### config.mk
export PLATFORM = sky130hd
export DESIGN_NAME = windowed_moving_average
export DESIGN_NICKNAME = d
export VERILOG_FILES = /design/src/hdl/wma_pkg.sv /design/src/hdl/wma_window.sv /design/src/hdl/wma_div.sv /design/src/hdl/windowed_moving_average.sv
export SDC_FILE = /design/constraint.sdc
export NUM_CORES = 2
export LEC_CHECK = 0
export BUFFER_PORTS_ARGS = -buffer_cell sky130_fd_sc_hd__buf_2
export CAP_MARGIN = 20
export CORE_MARGIN = 2
export CORE_UTILIZATION = 57
export DETAILED_ROUTE_END_ITERATION = 10
export GPL_ROUTABILITY_DRIVEN = 0
export PLACE_DENSITY_LB_ADDON = 0.12
export SYNTH_ARGS = -nofsm -noshare
export SYNTH_HDL_FRONTEND = slang
export SYNTH_SLANG_ARGS = --single-unit
### constraint.sdc
create_clock -name i_clk -period 7.6 [get_ports i_clk]
set_clock_uncertainty 0.15 [all_clocks]
set_input_delay 1.52 -clock i_clk [delete_from_list [all_inputs] [get_ports i_clk]]
set_output_delay 1.52 -clock i_clk [all_outputs]
set_load 0.01 [all_outputs]
### src/hdl/wma_pkg.sv
// Shared definitions for the windowed moving average block.
// Command struct between sequencer and window store, register map.
// No dependencies.
package wma_pkg;

    // register word index on the config port
    localparam logic REG_WINDOW_SIZE = 1'b0;

    // commands from the sequencer to the window store
    typedef struct packed {
        logic clear;   // drop all held samples
        logic read;    // fetch the slot about to be overwritten
        logic update;  // store the sample, update sum, count, index
    } t_win_cmd;

endpackage

### src/hdl/wma_window.sv
// Sample ring memory with running sum, fill count and write index.
// Depends on wma_pkg for the command struct.
module wma_window
    import wma_pkg::*;
#(
    parameter int WINDOW_MAX  = 256,
    parameter int SAMPLE_BITS = 16,
    parameter int IDX_W       = $clog2(WINDOW_MAX),
    parameter int CNT_W       = $clog2(WINDOW_MAX + 1),
    parameter int SUM_W       = SAMPLE_BITS + CNT_W
) (
    input  logic                          i_clk,
    input  logic                          i_rst_n,
    input  t_win_cmd                      i_cmd,
    input  logic        [CNT_W-1:0]       i_window_size,
    input  logic signed [SAMPLE_BITS-1:0] i_sample,
    output logic signed [SUM_W-1:0]       o_sum,
    output logic        [CNT_W-1:0]       o_count
);

    logic        [SAMPLE_BITS-1:0] r_mem [WINDOW_MAX];
    logic signed [SAMPLE_BITS-1:0] r_old;
    logic signed [SUM_W-1:0]       r_sum;
    logic        [CNT_W-1:0]       r_count;
    logic        [IDX_W-1:0]       r_index;

    logic                          full;
    logic signed [SAMPLE_BITS:0]   delta;
    logic        [CNT_W-1:0]       idx_inc;

    // window full: oldest sample leaves as the new one enters
    assign full    = (r_count >= i_window_size);
    assign delta   = {i_sample[SAMPLE_BITS-1], i_sample}
                   - (full ? {r_old[SAMPLE_BITS-1], r_old} : '0);
    assign idx_inc = CNT_W'(r_index) + CNT_W'(1);

    // ring memory, registered read
    always_ff @(posedge i_clk) begin
        if (i_cmd.read) begin
            r_old <= r_mem[r_index];
        end
        if (i_cmd.update) begin
            r_mem[r_index] <= i_sample;
        end
    end

    // sum, count and index
    always_ff @(posedge i_clk) begin
        if (!i_rst_n || i_cmd.clear) begin
            r_sum   <= '0;
            r_count <= '0;
            r_index <= '0;
        end else if (i_cmd.update) begin
            r_sum <= r_sum + SUM_W'(delta);
            if (!full) begin
                r_count <= r_count + CNT_W'(1);
            end
            if (idx_inc >= i_window_size) begin
                r_index <= '0;
            end else begin
                r_index <= idx_inc[IDX_W-1:0];
            end
        end
    end

    assign o_sum   = r_sum;
    assign o_count = r_count;

endmodule

### src/hdl/wma_div.sv
// Restoring divider, one quotient bit per cycle through one shared subtractor.
// Signed result from magnitude and sign. No package dependencies.
module wma_div #(
    parameter int DIVIDEND_W = 25,
    parameter int DIVISOR_W  = 9,
    parameter int QUOT_W     = 16
) (
    input  logic                     i_clk,
    input  logic                     i_rst_n,
    input  logic                     i_start,
    input  logic [DIVIDEND_W-1:0]    i_dividend,
    input  logic                     i_neg,
    input  logic [DIVISOR_W-1:0]     i_divisor,
    output logic                     o_busy,
    output logic [QUOT_W-1:0]        o_quot
);

    localparam int STEP_W = $clog2(DIVIDEND_W + 1);

    logic [DIVISOR_W-1:0]  r_rem;
    logic [DIVIDEND_W-1:0] r_quot;
    logic [DIVISOR_W-1:0]  r_div;
    logic                  r_neg;
    logic [STEP_W-1:0]     r_step;
    logic                  r_busy;

    logic [DIVISOR_W:0]    trial;
    logic [DIVISOR_W:0]    diff;
    logic                  ge;
    logic [DIVIDEND_W-1:0] quot_signed;

    // shared compare/subtract
    assign trial = {r_rem, r_quot[DIVIDEND_W-1]};
    assign ge    = (trial >= {1'b0, r_div});
    assign diff  = trial - {1'b0, r_div};

    // control
    always_ff @(posedge i_clk) begin
        if (!i_rst_n) begin
            r_busy <= 1'b0;
            r_step <= '0;
        end else if (i_start) begin
            r_busy <= 1'b1;
            r_step <= STEP_W'(DIVIDEND_W);
        end else if (r_busy) begin
            r_step <= r_step - STEP_W'(1);
            if (r_step == STEP_W'(1)) begin
                r_busy <= 1'b0;
            end
        end
    end

    // datapath: dividend shifts out the top as quotient bits shift in
    always_ff @(posedge i_clk) begin
        if (i_start) begin
            r_rem  <= '0;
            r_quot <= i_dividend;
            r_div  <= i_divisor;
            r_neg  <= i_neg;
        end else if (r_busy) begin
            r_rem  <= ge ? diff[DIVISOR_W-1:0] : trial[DIVISOR_W-1:0];
            r_quot <= {r_quot[DIVIDEND_W-2:0], ge};
        end
    end

    assign quot_signed = r_neg ? (-r_quot) : r_quot;
    assign o_quot      = quot_signed[QUOT_W-1:0];
    assign o_busy      = r_busy;

endmodule

### src/hdl/windowed_moving_average.sv
// Simple moving average over the last window_size signed samples. Each
// accepted sample word yields one average word: the exact running sum divided
// by the number of samples held, truncated toward zero (the divisor is the
// fill count until the window fills). After accepting a sample the block runs
// a memory read, a sum update, a divider load, the iterations of the
// bit-serial divider, which sets the pace, and the output load, which waits
// for the output register to be free, before it is ready again. The block
// takes a new sample while the previous average still waits at the output.
// Writing window_size (APB word 0) clears the window; 0 reads back as 1 and
// values above WINDOW_MAX as WINDOW_MAX. Depends on wma_pkg, wma_window, wma_div.
module windowed_moving_average
    import wma_pkg::*;
#(
    parameter int WINDOW_MAX  = 256,
    parameter int SAMPLE_BITS = 16
) (
    input  logic                          i_clk,
    input  logic                          i_rst_n,
    // config port
    input  logic                          psel,
    input  logic                          penable,
    input  logic                          pwrite,
    input  logic [2:0]                    paddr,
    input  logic [31:0]                   pwdata,
    output logic [31:0]                   prdata,
    output logic                          pready,
    // sample in
    input  logic                          i_sample_valid,
    output logic                          o_sample_ready,
    input  logic signed [SAMPLE_BITS-1:0] i_sample,
    // average out
    output logic                          o_average_valid,
    input  logic                          i_average_ready,
    output logic signed [SAMPLE_BITS-1:0] o_average
);

    localparam int IDX_W = $clog2(WINDOW_MAX);
    localparam int CNT_W = $clog2(WINDOW_MAX + 1);
    localparam int SUM_W = SAMPLE_BITS + CNT_W;

    typedef enum logic [2:0] {
        S_IDLE,
        S_READ,
        S_UPDATE,
        S_START,
        S_DIV
    } t_state;

    t_state                        r_state;
    logic signed [SAMPLE_BITS-1:0] r_sample;
    logic        [CNT_W-1:0]       r_window_size;
    logic signed [SAMPLE_BITS-1:0] r_avg;
    logic                          r_avg_valid;

    t_win_cmd                      win_cmd;
    logic signed [SUM_W-1:0]       win_sum;
    logic        [CNT_W-1:0]       win_count;
    logic                          cfg_wr;
    logic                          div_start;
    logic                          div_busy;
    logic        [SUM_W-1:0]       sum_mag;
    logic        [SAMPLE_BITS-1:0] div_quot;
    logic                          out_free;
    logic                          avg_load;

    // config write decode
    assign pready = 1'b1;
    assign cfg_wr = psel && penable && pwrite && (paddr[2] == REG_WINDOW_SIZE);
    assign prdata = (paddr[2] == REG_WINDOW_SIZE) ? 32'(r_window_size) : '0;

    always_ff @(posedge i_clk) begin
        if (!i_rst_n) begin
            r_window_size <= CNT_W'(WINDOW_MAX);
        end else if (cfg_wr) begin
            if (pwdata == '0) begin
                r_window_size <= CNT_W'(1);
            end else if (pwdata > 32'(WINDOW_MAX)) begin
                r_window_size <= CNT_W'(WINDOW_MAX);
            end else begin
                r_window_size <= pwdata[CNT_W-1:0];
            end
        end
    end

    // handshakes and commands
    assign o_sample_ready  = (r_state == S_IDLE);
    assign o_average_valid = r_avg_valid;
    assign o_average       = r_avg;
    assign out_free        = !r_avg_valid || i_average_ready;
    assign avg_load        = (r_state == S_DIV) && !div_busy && out_free;

    assign win_cmd   = '{clear: cfg_wr, read: (r_state == S_READ),
                         update: (r_state == S_UPDATE)};
    assign div_start = (r_state == S_START);
    assign sum_mag   = win_sum[SUM_W-1] ? (-win_sum) : win_sum;

    // sequencer with output register
    always_ff @(posedge i_clk) begin
        if (!i_rst_n) begin
            r_state     <= S_IDLE;
            r_avg_valid <= 1'b0;
        end else begin
            if (avg_load) begin
                r_avg_valid <= 1'b1;
            end else if (i_average_ready) begin
                r_avg_valid <= 1'b0;
            end
            unique case (r_state)
                S_IDLE: begin
                    if (i_sample_valid) begin
                        r_sample <= i_sample;
                        r_state  <= S_READ;
                    end
                end
                S_READ:   r_state <= S_UPDATE;
                S_UPDATE: r_state <= S_START;
                S_START:  r_state <= S_DIV;
                S_DIV: begin
                    if (avg_load) begin
                        r_avg   <= div_quot;
                        r_state <= S_IDLE;
                    end
                end
                default: r_state <= S_IDLE;
            endcase
        end
    end

    wma_window #(
        .WINDOW_MAX  (WINDOW_MAX),
        .SAMPLE_BITS (SAMPLE_BITS),
        .IDX_W       (IDX_W),
        .CNT_W       (CNT_W),
        .SUM_W       (SUM_W)
    ) u_window (
        .i_clk         (i_clk),
        .i_rst_n       (i_rst_n),
        .i_cmd         (win_cmd),
        .i_window_size (r_window_size),
        .i_sample      (r_sample),
        .o_sum         (win_sum),
        .o_count       (win_count)
    );

    wma_div #(
        .DIVIDEND_W (SUM_W),
        .DIVISOR_W  (CNT_W),
        .QUOT_W     (SAMPLE_BITS)
    ) u_div (
        .i_clk      (i_clk),
        .i_rst_n    (i_rst_n),
        .i_start    (div_start),
        .i_dividend (sum_mag),
        .i_neg      (win_sum[SUM_W-1]),
        .i_divisor  (win_count),
        .o_busy     (div_busy),
        .o_quot     (div_quot)
    );

endmodule

==> flow_summary.json <==
{
  "synth_cell_type_count": 69,
  "synth_top_cell_area_share_pct": 75.7,
  "drt_first_pass_iters": 7,
  "timing.rr.end": "u_window.o_sum[24]",
  "wl_per_cell_um": 35.0,
  "grt_pass1_wl_um": 599000,
  "synth_area_leaders": "edfxtp_1 76%, mux4_2 17%, dfxtp_1 0.84%",
  "dr_total_vias": 80000,
  "postSynthCellCount": 7345,
  "setup_viol": 0,
  "worst-path-buf-inv": 2,
  "cts_hold_buf": 0,
  "cp_top_family": "compound AO/OA/AOI/OAI gates",
  "min_from": "u_div.r_rem[5]",
  "dieArea_um2": 295000,
  "viasPerCell": 6.59,
  "arrival_ps": 7420,
  "die_w_um": 543,
  "start_util_pct": 57.1,
  "finalSetupTns_ps": 0,
  "period_needed_ps": 6690,
  "drive_above_1_share_pct": 32.8,
  "critPathMaxStageDelay_ps": 840,
  "grt_use_total_pct": 29.0,
  "post_cts_buffers": 0,
  "clockBufferDepth": 4,
  "final_area_um2": 188000,
  "synthArstFlopShare_pct": 0,
  "area_growth_pct": 13.4,
  "relSlewSlack_pct": 12.9,
  "nets": 8026,
  "synth-edff-count": 4179,
  "yosys_warnings": 0,
  "cts.sinks": 4249,
  "grt_pass1_vias": 79300,
  "critical_path.most_common_cell": "a21oi_1",
  "htree_levels": 5,
  "port_buffers": 82,
  "worst_skew_pair.late_latency_ps": 970,
  "hold_end": "u_div.r_rem[6]",
  "finalCritPeriodShare_pct": 88.0,
  "antenna_found_initial": 22,
  "postPlaceCellArea_um2": 174000,
  "grt_overflow": 0,
  "timing.rr.start": "u_window.o_count[0]",
  "synthFlopType": "edfxtp_1",
  "clockRootBuffer": "clkbuf_16",
  "post-synth-top-area-cell": "edfxtp_1",
  "critPathMaxFanout": 15,
  "hold_viol_final": 0,
  "fp.coreArea_um2": 290000,
  "max_freq_mhz": 149,
  "hold-worst-slack_ps": 340,
  "drc": 0,
  "rows": 198,
  "crit_type": "register to register",
  "hpwl_um": 248000,
  "syn-cell-area_um2": 166000,
  "start_kind": "register",
  "synth_area_per_cell_um2": 22.6,
  "cts.repair.resized": 0,
  "worst_pin_slew_ps": 1310,
  "drt_wl_total_um": 426000,
  "seq_area_frac_synth_pct": 76.5,
  "ios": 109,
  "clk_pin_slew_ps": 70,
  "antenna_left": 0,
  "startpoint": "u_window.o_count[0]",
  "hold_depth": 2,
  "reg2regPathDepth": 28,
  "endpoint_kind": "register",
  "power_density_nw_per_um2": 262,
  "drv_cap": 0,
  "cts_tree": "built",
  "die_h_um": 543,
  "slowest_stage": "o41ai_1",
  "hold_class": "register to register",
  "peakVddDrop_v": 0.000223,
  "synth-seq-cells": 4249,
  "required_ps": 8330,
  "cts_inserted_buffers": 420,
  "grt_max_degree": 193,
  "dp_slack_ps": 940,
  "rsz0062_at_grt": "false",
  "p_leak_nw": 57.3,
  "fill_cells": 19000,
  "drv_slew": 0,
  "worst_slack_ps": 908,
  "outcome": "finished clean",
  "yosysMostFrequentCell": "edfxtp_1",
  "drt_iter0_drc": 11800,
  "r2r_setup_slack_ps": 910,
  "synthTopCellsByCount": "4,179 x edfxtp_1, 1,276 x mux4_2, 348 x nor2_1, 199 x clkbuf_1, 187 x nand2_1"
}
-- metal layers --
layer	share of wire (%)	vias up	global-route usage [%]	wire (um)
met1	39	43200	41.8	166000
met2	48	4088	45.0	203000
met3	10	629	6.36	42400
met5	0.0068	-	0	29
met4	3.5	4	9.36	14700
li1	-	32100	-	-
-- flip-flops by register name, summed over array words and instances (netlist names), 3 cells and up --
name and count:
r_state 3, u_window.r_old 16, u_div.r_quot 25, r_sample 16
u_window.o_sum 25, u_window.r_index 8, u_div.r_div 9, u_div.r_step 5
u_window.o_count 9, o_average 16, u_div.r_rem 9, r_window_size 9
u_window.r_mem 4096
-- cell type report --
type	instances	area, um^2	area share (%)
sequential	4249	127000	67.4
multi-input combinational	2642	37600	20.0
clock buffer	501	10900	5.81
tap	3900	4880	2.59
timing repair buffer	515	4790	2.55
clock inverter	278	2830	1.50
inverter	59	221	0.118
antenna	8	20.0	0.0106
-- through the flow --
stage                     cells  util (%)  power [mW]
final                     12200      64.8        49.3
after global routing      12100      64.8        50.7
after floorplan            7367         -        28.3
after detailed placement  11300      59.9        29.1
after CTS                 12100      64.6        49.6
after global placement    11300      59.6        29.1
-- where the power goes --
part	internal (mW)	leakage (nW)	switching, mW
Combinational	1.15	12.4	1.58
Clock	11.8	6.72	8.90
Sequential	25.8	38.1	0.100
Total	38.7	57.3	10.6
-- how the worst max path moves through the flow --
| stage | end | slack, ps | cells past startpoint |
|---|---|---|---|
| 4_1_cts | u_window.o_sum[24] | 920 | 27 |
| 3_5_place_dp | u_window.o_sum[24] | 940 | 27 |
| 6_report | u_window.o_sum[24] | 910 | 28 |
| 2_1_floorplan | u_window.o_sum[24] | 40 | 20 |
| 3_3_place_gp | u_window.o_sum[24] | 1040 | 30 |
| 5_1_grt | u_window.o_sum[24] | 320 | 30 |
-- cell usage in the layout (no fill, tap or decap), types with 86 or more instances in the layout --
cell type  count
clkinv_1      99
buf_4        330
nor2_2       257
clkbuf_16    424
mux4_2      1276
nand2_1      187
clkinv_2      89
a21oi_1       86
nor2_1        91
edfxtp_1    4179
-- kinds of logic (layout without fill, tap and decap cells) --
logic type,Yosys count,count (layout),synth area share (%)
compound gates,332,332,1.29
simple gates,803,803,2.19
buf+inv,476,1353,1.38
flops,4249,4249,76.5
other cells,2,32,0.00453
fa+ha+maj,81,81,0.625
xor+xnor,87,87,0.459
mux,1315,1315,17.6
-- worst register-to-register path: cells and delay by family (launching register included) --
family / cells / cell delay (ps)
compound gates: 15 / 3430
buf+inv: 2 / 380
simple gates: 7 / 1100
flops: 1 / 410
xor+xnor: 1 / 150
fa+ha+maj: 3 / 970
Note: power is estimated with default switching activity, not from simulation.
